File: src/rtl/sha1_pkg.sv
package sha1_pkg;

  localparam logic [31:0] H0 = 32'h6745_2301;
  localparam logic [31:0] H1 = 32'hefcd_ab89;
  localparam logic [31:0] H2 = 32'h98ba_dcfe;
  localparam logic [31:0] H3 = 32'h1032_5476;
  localparam logic [31:0] H4 = 32'hc3d2_e1f0;
  localparam logic [4:0][31:0] INIT_CV = {H4, H3, H2, H1, H0};

  localparam logic [31:0] K0 = 32'h5a82_7999;
  localparam logic [31:0] K1 = 32'h6ed9_eba1;
  localparam logic [31:0] K2 = 32'h8f1b_bcdc;
  localparam logic [31:0] K3 = 32'hca62_c1d6;

  localparam logic [7:0]  PAD_BYTE    = 8'h80;
  localparam logic [31:0] PAD_WORD    = {PAD_BYTE, 24'h0};
  localparam logic [2:0]  FULL_BYTES  = 3'd4;
  localparam logic [2:0]  MAX_BYTECNT = 3'd7;
  localparam logic [2:0]  LAST_IDX    = 3'd4;
  localparam logic [6:0]  LAST_ROUND  = 7'd79;
  localparam logic [3:0]  LAST_SLOT   = 4'd15;
  localparam logic [3:0]  LEN_HI_SLOT = 4'd14;

  typedef enum logic [2:0] {
    S_IDLE,
    S_PAD,
    S_ROUND,
    S_FOLD,
    S_OUT
  } state_t;

  typedef enum logic [2:0] {
    SRC_DATA,
    SRC_PADDED,
    SRC_PAD80,
    SRC_ZERO,
    SRC_LEN_HI,
    SRC_LEN_LO
  } word_src_t;

  typedef enum logic [1:0] {
    PH_CH,
    PH_PAR1,
    PH_MAJ,
    PH_PAR2
  } phase_t;

  typedef struct packed {
    logic       push;
    word_src_t  src;
    logic       count_bytes;
    logic       start;
    logic       round_en;
    phase_t     phase;
    logic       fold;
    logic       finish;
    logic [2:0] out_sel;
  } dp_cmd_t;

endpackage

File: src/rtl/sha1_hash_engine.sv
// SHA-1 hash engine.
// Input channel (in_valid/in_ready): one beat carries data_word, first
// message byte in bits 31:24. Beats without last count as four bytes; the
// beat with last set carries 0..4 valid leading bytes in byte_count (larger
// values count as four), trailing bytes are dropped.
// Output channel (out_valid/out_ready): after a final beat, five beats of
// digest_word, word_index 0..4 (H0 first), last_word set on the fifth.
// Flow: a beat without last that does not fill the 16-word block leaves in_ready high.
// The beat filling a block holds off input while the 80 rounds run on the
// single round unit and the result is folded into the chaining values.
// A final beat then pushes padding one word per cycle (up to 16, plus a
// second block with another compression when the length field does
// not fit) before the digest appears.
// The output is not buffered past the five registered chaining words: a
// stalled receiver simply holds the block in its output state, and no new
// input is taken until the fifth digest beat goes.
// Reset (rst, synchronous) restores the initial chaining values and clears
// the word and byte counts; the same happens after every digest.
module sha1_hash_engine import sha1_pkg::*; (
  input  logic        clk,
  input  logic        rst,
  input  logic        in_valid,
  output logic        in_ready,
  input  logic [31:0] data_word,
  input  logic [2:0]  byte_count,
  input  logic        last,
  output logic        out_valid,
  input  logic        out_ready,
  output logic [31:0] digest_word,
  output logic [2:0]  word_index,
  output logic        last_word
);

  dp_cmd_t cmd;

  // sequencing: block fill, padding, rounds, digest beats
  sha1_ctrl u_ctrl (
    .clk        (clk),
    .rst        (rst),
    .in_valid   (in_valid),
    .byte_count (byte_count),
    .last       (last),
    .out_ready  (out_ready),
    .in_ready   (in_ready),
    .out_valid  (out_valid),
    .word_index (word_index),
    .last_word  (last_word),
    .cmd        (cmd)
  );

  // schedule window, working variables, chaining values, byte total
  sha1_dp u_dp (
    .clk         (clk),
    .rst         (rst),
    .cmd         (cmd),
    .data_word   (data_word),
    .byte_count  (byte_count),
    .last        (last),
    .digest_word (digest_word)
  );

endmodule

File: src/rtl/sha1_ctrl.sv
module sha1_ctrl import sha1_pkg::*; (
  input  logic       clk,
  input  logic       rst,
  input  logic       in_valid,
  input  logic [2:0] byte_count,
  input  logic       last,
  input  logic       out_ready,
  output logic       in_ready,
  output logic       out_valid,
  output logic [2:0] word_index,
  output logic       last_word,
  output dp_cmd_t    cmd
);

  state_t     state, state_next;
  logic [3:0] count, count_next;
  logic [6:0] round, round_next;
  logic [2:0] idx, idx_next;
  logic       finishing, finishing_next;
  logic       pad80, pad80_next;
  logic       len_hi, len_hi_next;
  logic       full_last;

  assign full_last  = byte_count inside {[FULL_BYTES:MAX_BYTECNT]};
  assign in_ready   = (state == S_IDLE);
  assign out_valid  = (state == S_OUT);
  assign word_index = idx;
  assign last_word  = (idx == LAST_IDX);

  always_ff @(posedge clk) begin
    if (rst) begin
      state     <= S_IDLE;
      count     <= '0;
      round     <= '0;
      idx       <= '0;
      finishing <= 1'b0;
      pad80     <= 1'b0;
      len_hi    <= 1'b0;
    end else begin
      state     <= state_next;
      count     <= count_next;
      round     <= round_next;
      idx       <= idx_next;
      finishing <= finishing_next;
      pad80     <= pad80_next;
      len_hi    <= len_hi_next;
    end
  end

  always_comb begin
    state_next     = state;
    count_next     = count;
    round_next     = round;
    idx_next       = idx;
    finishing_next = finishing;
    pad80_next     = pad80;
    len_hi_next    = len_hi;
    cmd            = '0;
    cmd.src        = SRC_ZERO;
    cmd.out_sel    = idx;
    if (round < 7'd20) begin
      cmd.phase = PH_CH;
    end else if (round < 7'd40) begin
      cmd.phase = PH_PAR1;
    end else if (round < 7'd60) begin
      cmd.phase = PH_MAJ;
    end else begin
      cmd.phase = PH_PAR2;
    end

    case (state)
      S_IDLE: begin
        if (in_valid) begin
          cmd.push        = 1'b1;
          cmd.count_bytes = 1'b1;
          cmd.src         = (last && !full_last) ? SRC_PADDED : SRC_DATA;
          finishing_next  = last;
          pad80_next      = last && full_last;
          count_next      = count + 4'd1;
          if (count == LAST_SLOT) begin
            cmd.start  = 1'b1;
            round_next = '0;
            state_next = S_ROUND;
          end else if (last) begin
            state_next = S_PAD;
          end
        end
      end
      S_PAD: begin
        cmd.push   = 1'b1;
        count_next = count + 4'd1;
        if (pad80) begin
          cmd.src    = SRC_PAD80;
          pad80_next = 1'b0;
        end else if (len_hi) begin
          cmd.src = SRC_LEN_LO;
        end else if (count == LEN_HI_SLOT) begin
          cmd.src     = SRC_LEN_HI;
          len_hi_next = 1'b1;
        end else begin
          cmd.src = SRC_ZERO;
        end
        if (count == LAST_SLOT) begin
          cmd.start  = 1'b1;
          round_next = '0;
          state_next = S_ROUND;
        end
      end
      S_ROUND: begin
        cmd.round_en = 1'b1;
        round_next   = round + 7'd1;
        if (round == LAST_ROUND) begin
          state_next = S_FOLD;
        end
      end
      S_FOLD: begin
        cmd.fold = 1'b1;
        if (finishing && len_hi && !pad80 && count == '0) begin
          idx_next   = '0;
          state_next = S_OUT;
        end else if (finishing) begin
          state_next = S_PAD;
        end else begin
          state_next = S_IDLE;
        end
      end
      S_OUT: begin
        if (out_ready) begin
          idx_next = idx + 3'd1;
          if (idx == LAST_IDX) begin
            cmd.finish     = 1'b1;
            idx_next       = '0;
            count_next     = '0;
            finishing_next = 1'b0;
            pad80_next     = 1'b0;
            len_hi_next    = 1'b0;
            state_next     = S_IDLE;
          end
        end
      end
      default: begin
        state_next = S_IDLE;
      end
    endcase
  end

  // a compression only starts on the push that fills the block
  a_start_full: assert property (@(posedge clk) disable iff (rst)
    cmd.start |-> (cmd.push && count == LAST_SLOT))
    else $error("compression started on a partial block");

  a_out_blocks_in: assert property (@(posedge clk) disable iff (rst)
    out_valid |-> !in_ready)
    else $error("input taken while digest pending");

  a_back_to_idle: assert property (@(posedge clk) disable iff (rst)
    (out_valid && out_ready && last_word) |=> (in_ready && count == '0))
    else $error("no return to idle after final digest beat");

  a_plain_word: assert property (@(posedge clk) disable iff (rst)
    (in_valid && in_ready && !last && count != LAST_SLOT) |=> in_ready)
    else $error("stall after a word that did not fill the block");

endmodule

File: src/rtl/sha1_dp.sv
module sha1_dp import sha1_pkg::*; (
  input  logic        clk,
  input  logic        rst,
  input  dp_cmd_t     cmd,
  input  logic [31:0] data_word,
  input  logic [2:0]  byte_count,
  input  logic        last,
  output logic [31:0] digest_word
);

  logic [4:0][31:0] cv;
  logic [60:0]      total;
  logic [31:0]      w [16];
  logic [31:0]      a, b, c, d, e;

  logic [31:0] padded, push_word, sched, shift_in;
  logic [31:0] f, k, tmp;
  logic [63:0] bits;
  logic [2:0]  addend;

  assign bits   = {total, 3'b000};
  assign addend = (last && !(byte_count inside {[FULL_BYTES:MAX_BYTECNT]}))
                  ? byte_count : FULL_BYTES;

  // keep the leading valid bytes and place the pad byte after them
  always_comb begin
    case (byte_count[1:0])
      2'd0:    padded = PAD_WORD;
      2'd1:    padded = {data_word[31:24], PAD_BYTE, 16'h0};
      2'd2:    padded = {data_word[31:16], PAD_BYTE, 8'h0};
      default: padded = {data_word[31:8], PAD_BYTE};
    endcase
  end

  always_comb begin
    case (cmd.src)
      SRC_DATA:   push_word = data_word;
      SRC_PADDED: push_word = padded;
      SRC_PAD80:  push_word = PAD_WORD;
      SRC_LEN_HI: push_word = bits[63:32];
      SRC_LEN_LO: push_word = bits[31:0];
      default:    push_word = '0;
    endcase
  end

  // window holds W[t..t+15]; W[t+16] uses taps 0, 2, 8 and 13
  always_comb begin
    sched    = w[0] ^ w[2] ^ w[8] ^ w[13];
    sched    = {sched[30:0], sched[31]};
    shift_in = cmd.push ? push_word : sched;
  end

  always_comb begin
    case (cmd.phase)
      PH_CH: begin
        f = (b & c) | (~b & d);
        k = K0;
      end
      PH_PAR1: begin
        f = b ^ c ^ d;
        k = K1;
      end
      PH_MAJ: begin
        f = (b & c) | (b & d) | (c & d);
        k = K2;
      end
      default: begin
        f = b ^ c ^ d;
        k = K3;
      end
    endcase
    tmp = {a[26:0], a[31:27]} + f + e + k + w[0];
  end

  always_ff @(posedge clk) begin
    if (cmd.push || cmd.round_en) begin
      for (int i = 0; i < 15; i++) begin
        w[i] <= w[i+1];
      end
      w[15] <= shift_in;
    end
  end

  always_ff @(posedge clk) begin
    if (cmd.start) begin
      a <= cv[0];
      b <= cv[1];
      c <= cv[2];
      d <= cv[3];
      e <= cv[4];
    end else if (cmd.round_en) begin
      e <= d;
      d <= c;
      c <= {b[1:0], b[31:2]};
      b <= a;
      a <= tmp;
    end
  end

  always_ff @(posedge clk) begin
    if (rst || cmd.finish) begin
      cv    <= INIT_CV;
      total <= '0;
    end else begin
      if (cmd.fold) begin
        cv[0] <= cv[0] + a;
        cv[1] <= cv[1] + b;
        cv[2] <= cv[2] + c;
        cv[3] <= cv[3] + d;
        cv[4] <= cv[4] + e;
      end
      if (cmd.count_bytes) begin
        total <= total + {58'd0, addend};
      end
    end
  end

  always_comb begin
    case (cmd.out_sel)
      3'd0:    digest_word = cv[0];
      3'd1:    digest_word = cv[1];
      3'd2:    digest_word = cv[2];
      3'd3:    digest_word = cv[3];
      default: digest_word = cv[4];
    endcase
  end

endmodule

File: config.mk
export PLATFORM = sky130hd
export DESIGN_NAME = sha1_hash_engine
export DESIGN_NICKNAME = d
export VERILOG_FILES = /design/src/rtl/sha1_pkg.sv /design/src/rtl/sha1_hash_engine.sv /design/src/rtl/sha1_ctrl.sv /design/src/rtl/sha1_dp.sv
export SDC_FILE = /design/constraint.sdc
export NUM_CORES = 2
export LEC_CHECK = 0
export BUFFER_PORTS_ARGS = -buffer_cell sky130_fd_sc_hd__buf_4
export CORE_UTILIZATION = 45
export DETAILED_ROUTE_END_ITERATION = 12
export PLACE_DENSITY_LB_ADDON = 0.15
export SYNTH_ARGS = -nofsm -noshare
export SYNTH_HDL_FRONTEND = slang
export SYNTH_SLANG_ARGS = --single-unit
export TNS_END_PERCENT = 30
File: constraint.sdc
create_clock -name clk -period 21.2 [get_ports clk]
set_input_delay 1.06 -clock clk [delete_from_list [all_inputs] [get_ports clk]]
set_output_delay 1.06 -clock clk [all_outputs]
set_load 0.1 [all_outputs]
# Word level (Yosys, flattened, before mapping)
# Memories as Yosys holds them, arrays and structs flattened.
# Cells that the tools add are included.
[op_classes] addsub=13 n_mul=0 div=0 magnitude_cmp=5 eq_ne=27 shift=0 muxes=67 n_bitwise=13 reduce_logical=28
[op_table] cell="32-bit 2-to-1 mux" n=11
[op_table] cell="32-bit adder" n=9
[op_table] cell="32-bit one-hot mux with 3 select lines" n=2
[op_table] cell="32-bit one-hot mux with 5 select lines" n=1
[op_table] cell="32-bit bitwise XOR" n=5
[op_table] cell="32-bit bitwise AND" n=4
[op_table] cell="32-bit one-hot mux with 4 select lines" n=1
[op_table] cell="32-bit OR" n=3
[op_table] cell="32-bit one-hot mux with 2 select lines" n=1
[op_table] cell="61-bit by 3-bit adder with 61-bit output" n=1
[op_table] cell="3-bit 2-to-1 mux" n=15
[op_table] cell="32-bit NOT" n=1
[op_table] cell="7-bit one-hot mux with 3 select lines" n=1
[op_table] cell="1-bit 2-to-1 mux" n=19
[op_table] cell="3-bit by 2-bit == test with 1-bit output, second input constant" n=5
[op_table] cell="3-bit one-hot mux with 5 select lines" n=1
[op_table] cell="7-bit by 6-bit < comparator with 1-bit output, second input constant" n=2
[op_table] cell="7-bit 2-to-1 mux" n=2
[op_table] cell="3-bit == test, second input constant" n=4
[op_table] cell="4-bit 2-to-1 mux" n=3
[op_table] cell="4-bit one-hot mux with 3 select lines" n=1
[op_table] cell="4-bit AND reduction" n=3
[op_table] cell="2-bit by 1-bit inequality test with 1-bit output, second input constant" n=5
[op_table] cell="3-bit by 1-bit == test with 1-bit output, second input constant" n=3
[op_table] cell="other kinds (29)" n=50
[word_totals] reg_bits=401 latchBits=0 ramBits=512 mem_bits_ro=0 inputBits=40 out_inout_bits=38 word_cells=172 memories=1
[memory_table] name="u_dp.w" depth=16 width=32 read_ports=16 rd_ports_with_merged_regs=0 write_ports=16 line="sha1_dp.sv:13" source="logic [31:0] w [16];"

# Depth between registers and ports, before layout
[logic_depth] ltp_word=12 depth_mapped=29 ltp_nobuf=27

# Hierarchy
# From an unflattened synthesis, not the netlist that was laid out.
[hier_totals] cells_unflattened=4159 hier_area_um2=46993.8
[by_module_without_submodules] mod="sha1_dp" instances=1 cells_each=4004 area_per_inst_um2=45761.4 seq_area_each_um2=24603.6
[by_module_without_submodules] mod="sha1_ctrl" instances=1 cells_each=155 area_per_inst_um2=1232.4 seq_area_each_um2=400.4

# Worst setup path before layout
# No wires, ideal clock.
[synth_timing] kind="input to register" startpoint="in in_valid" endpoint="mem u_dp.w[0][0], enable pin" setup_time_ns=3.630 arrival_time_ns=9.757 required_ns=17.570 slack_ns=7.813 stages=2 n_path_buf=0 cell_sequence="o21ai_1 -> nand2_1"
[synth_rtl] item="start, declared" line="sha1_hash_engine.sv:22" source="input logic in_valid,"
[synth_rtl] item="end, declared" line="sha1_dp.sv:13"

# Worst setup path in the final report
[layout_timing] startpoint="reg u_ctrl.round[5]" endpoint="reg u_dp.a[30] (data pin)"
[layout_between] elab_chain_cells=12 elab_cells_between_ends=17 classes_between="add/sub: 4; order compare: 3; eq/ne: 2; mux: 7; reduce/logical: 1"
[layout_rtl] item="start, declared" line="sha1_ctrl.sv:17" source="logic [6:0] round, round_next;"
[layout_rtl] item="start signal, assigned" line="sha1_ctrl.sv:42" source="round <= round_next;"
[layout_rtl] item="7-bit by 6-bit < comparator with 1-bit output" line="sha1_ctrl.sv:65" source="end else if (round < 7'd60) begin"
[layout_rtl] item="1-bit 2-to-1 mux" line="sha1_ctrl.sv:65"
[layout_rtl] item="2-bit 2-to-1 mux" line="sha1_ctrl.sv:63" source="end else if (round < 7'd40) begin"
[layout_rtl] item="2-bit 2-to-1 mux (*)" line="sha1_ctrl.sv:61" source="if (round < 7'd20) begin"
[layout_rtl] item="2-bit == test or 2-bit logical NOT (tied branches)" line="sha1_dp.sv:54" source="case (cmd.phase)"
[layout_rtl] item="32-bit one-hot mux with 2 select lines" line="sha1_dp.sv:54"
[layout_rtl] item="32-bit adder (2 in series)" line="sha1_dp.sv:72" source="tmp = {a[26:0], a[31:27]} + f + e + k + w[0];"
[layout_rtl] item="32-bit adder (*) (2 in series)" line="sha1_dp.sv:72"
[layout_rtl] item="32-bit 2-to-1 mux (*)" line="sha1_dp.sv:91" source="end else if (cmd.round_en) begin"
[layout_rtl] item="32-bit 2-to-1 mux (*)" line="sha1_dp.sv:85" source="if (cmd.start) begin"
[layout_rtl] item="end signal, assigned" line="sha1_dp.sv:86" source="a <= cv[0];"
[layout_rtl] item="end signal, assigned" line="sha1_dp.sv:96" source="a <= tmp;"
[layout_rtl] item="end, declared" line="sha1_dp.sv:14" source="logic [31:0] a, b, c, d, e;"
# Mark *: on every way between the ends. The rest lies on a longest branch, timed or not. The select of a mux whose other input is x is not followed.
# A chain may end at the register's enable or synchronous reset.

==> flow_metrics.env <==
export IMPL_syn_num_nets=4623
export IMPL_grt_util_all_layers_pct=23.4
export IMPL_cts_sinks=913
export IMPL_layout_drive_gt1_share_pct=7.43
export IMPL_endpoint_kind="flop"
export IMPL_ys_ff_latch=913
export IMPL_synth_cells=4248
export IMPL_antenna_found_initial=0
export IMPL_fp_dieH_um=324
export IMPL_area_delta_synth_final_pct=11.4
export IMPL_crit_family="compound AO/OA/AOI/OAI gates"
export IMPL_drc=0
export IMPL_ys_seq_area_share_pct=53.5
export IMPL_post_cts_buffers=0
export IMPL_wl_per_cell_um=21.2
export IMPL_cpPeakStageDelay_ns=0.59
export IMPL_slew_violations=0
export IMPL_yosys_warnings=0
export IMPL_placedCellCount=5565
export IMPL_ant_nets=0
export IMPL_fin_worst_skew_ns=0.0273
export IMPL_tightest_slew_ns=1.14
export IMPL_rsz0062_at_grt="no"
export IMPL_start_util_pct=45.7
export IMPL_instances_no_fill=5753
export IMPL_cts_resized=0
export IMPL_fp_row_count=117
export IMPL_min_path_type="flop to flop"
export IMPL_synth_area_top_cells="edfxtp_1 43%, dfxtp_1 10%, nand2_1 5.8%"
export IMPL_die_area_mm2=0.105
export IMPL_die_w_um=324
export IMPL_grt_overflow_total=0
export IMPL_power_density_mw_per_mm2=104
export IMPL_cp_arrival_ns=8.31
export IMPL_yosysMostFrequentCell="nand2_1"
export IMPL_vias=32000
export IMPL_cp_start_kind="flop"
export IMPL_grt_pass1_wl_mm=186
export IMPL_cts_tree="done"
export IMPL_yosys_cell_types_count=78
export IMPL_grt_max_degree=208
export IMPL_yosysTopAreaCellShare_pct=43.2
export IMPL_setup_violations=0
export IMPL_totalWireLength_mm=122
export IMPL_drv_cap=0
export IMPL_synth_avg_cell_area_um2=11.0
export IMPL_synth_edf_count=672
export IMPL_timing_critical_path_fanout_max=55
export IMPL_maxSlewHeadroom_pct=23.8
export IMPL_cts_buffers=100
export IMPL_worst_path_buf_inv=5
export IMPL_clk_path_buf_depth=3
export IMPL_total_leakage_power_nw=20.4
export IMPL_synth_area_mm2=0.0467
export IMPL_crit_path_top_delay_cell="o41ai_2"
export IMPL_routabilityCongestion=0.935
export IMPL_place_area_mm2=0.0487
export IMPL_min_period_ns=7.92
export IMPL_synth_main_ff_cell="edfxtp_1"
export IMPL_clockRootBuffer="clkbuf_16"
export IMPL_synthTopCellsByCount="717 x nand2_1, 672 x edfxtp_1, 268 x a21oi_1"
export IMPL_clk_pin_slew_ns=0.06
export IMPL_fin_area_mm2=0.0520
export IMPL_htreeDepth=3
export IMPL_max_freq_mhz=126
export IMPL_async_flop_share_pct=0
export IMPL_peakVddDrop_uv=67.1
export IMPL_first_global_vias=30800
export IMPL_io_buffers=77
export IMPL_via_per_inst=5.57
export IMPL_nNetsFinal=4674
export IMPL_dp_hpwl_mm=84.9
export IMPL_fin_tns_setup_ns=0
export IMPL_outcome="completed"
export IMPL_n_antenna_cell=0
export IMPL_io_pin_count=78
export IMPL_drt_iter0_drc=2837
export IMPL_core_mm2=0.102
export IMPL_hold_viol=0
export IMPL_critPathKind="flop to flop"
export IMPL_holdBufCountCts=0
export IMPL_crit_top_cell="o21ai_0"
export IMPL_first_pass_iters=5
export IMPL_synth_largest_area_cell="edfxtp_1"
export IMPL_finalCritPeriodShare_pct=37.3
export IMPL_clk_latency_ns=0.70
export IMPL_cp_data_required_time_ns=21.59
## cells by family after synthesis
| family | count (synthesis) | synth area share [%] |
|---|---|---|
| compound gates | 952 | 13.1 |
| xor+xnor | 313 | 5.87 |
| fa+ha+maj | 335 | 11.0 |
| buf+inv | 410 | 3.36 |
| flops | 913 | 53.5 |
| mux | 60 | 1.37 |
| simple gates | 1265 | 11.8 |
## final timing paths
path / from / end / slack, ns / cells past startpoint
worst max-delay path: u_ctrl.round[5] / u_dp.a[30] / 13.28 / 25
worst min-delay path: u_dp.w[2][7] / u_dp.w[1][39] / 0.40 / 0
worst max register to register: u_ctrl.round[5] / u_dp.a[30] / 13.28 / 25
worst min register to register: u_dp.w[2][7] / u_dp.w[1][39] / 0.40 / 0
## power breakdown
group          leakage (nW)  switching (W)  internal [W]  total, W
registers              8.49       0.000146       0.00237   0.00252
clock network          1.63       0.000740       0.00101   0.00175
logic                  10.2       0.000675      0.000455   0.00113
total                  20.4        0.00156       0.00384   0.00540
## cell usage in the layout, fill, tap and decap left out, drive strengths merged, types with 50 or more instances in the layout
| master | Yosys | layout |
|---|---|---|
| nand2 | 717 | 717 |
| nand3 | 71 | 71 |
| nor2 | 232 | 232 |
| xor2 | 104 | 104 |
| edfxtp | 672 | 672 |
| o21ai | 187 | 187 |
| xnor2 | 209 | 209 |
| a21oi | 268 | 268 |
| fa | 126 | 126 |
| dfxtp | 241 | 241 |
| a31oi | 58 | 58 |
| a22oi | 93 | 93 |
| clkinv | 0 | 50 |
| o211ai | 63 | 63 |
| clkbuf | 137 | 122 |
| a21o | 95 | 95 |
| inv | 251 | 253 |
| buf | 22 | 108 |
| ha | 209 | 209 |
## through the flow
step | utilization [%] | hold slack (ns) | power (W) | setup WS [ns]
floorplan | - | 0.400 | 0.00343 | 7.81
global placement | 47.6 | 0.400 | 0.00366 | 13.54
detailed placement | 47.6 | 0.405 | 0.00368 | 13.39
CTS | 50.9 | 0.405 | 0.00545 | 13.33
global route | 50.9 | 0.413 | 0.00568 | 12.70
finish | 50.9 | 0.405 | 0.00540 | 13.28
## routing by layer
layer	track usage, %	vias to the layer above	wire length (um)
met5	0	-	0
met1	34.1	15700	56600
li1	-	15300	-
met2	35.4	899	53600
met4	8.52	0	3860
met3	3.39	178	7800
## area by class of cell
type                       instances  area [um^2]
fill                            9121        50300
sequential                       913        25000
multi-input combinational       2925        20200
clock buffer                     122         2690
tap                             1368         1710
inverter                         251          947
timing repair buffer             108          836
clock inverter                    66          642
## sequential cells by signal, indices dropped and copies added (netlist names)
signal,cells
u_ctrl.count,4
u_ctrl.finishing,1
u_ctrl.len_hi,1
u_ctrl.pad80,1
u_ctrl.round,7
u_ctrl.state,3
u_ctrl.word_index,3
u_dp.a,32
u_dp.b,32
u_dp.c,32
u_dp.cv,160
u_dp.d,32
u_dp.e,32
u_dp.total,61
u_dp.w,512
## worst reg2reg max path, cell delays in order (launching register included)
cell and delay, ns:
dfxtp_1 0.45, o21ai_0 0.14, a221o_2 0.39, buf_4 0.29, inv_1 0.21, ha_1 0.18
buf_4 0.35, a22oi_1 0.16, o21ai_0 0.26, fa_1 0.49, fa_1 0.52, inv_1 0.05
fa_1 0.56, inv_1 0.06, ha_1 0.30, a211oi_1 0.36, o211ai_1 0.19, and4_1 0.26
o41ai_2 0.59, a31oi_1 0.29, a31oi_1 0.38, o21ai_0 0.23, or4_1 0.43, a31oi_1 0.20
xor2_1 0.17, o21ai_0 0.10
No activity file was read; power rests on OpenSTA's default activity.
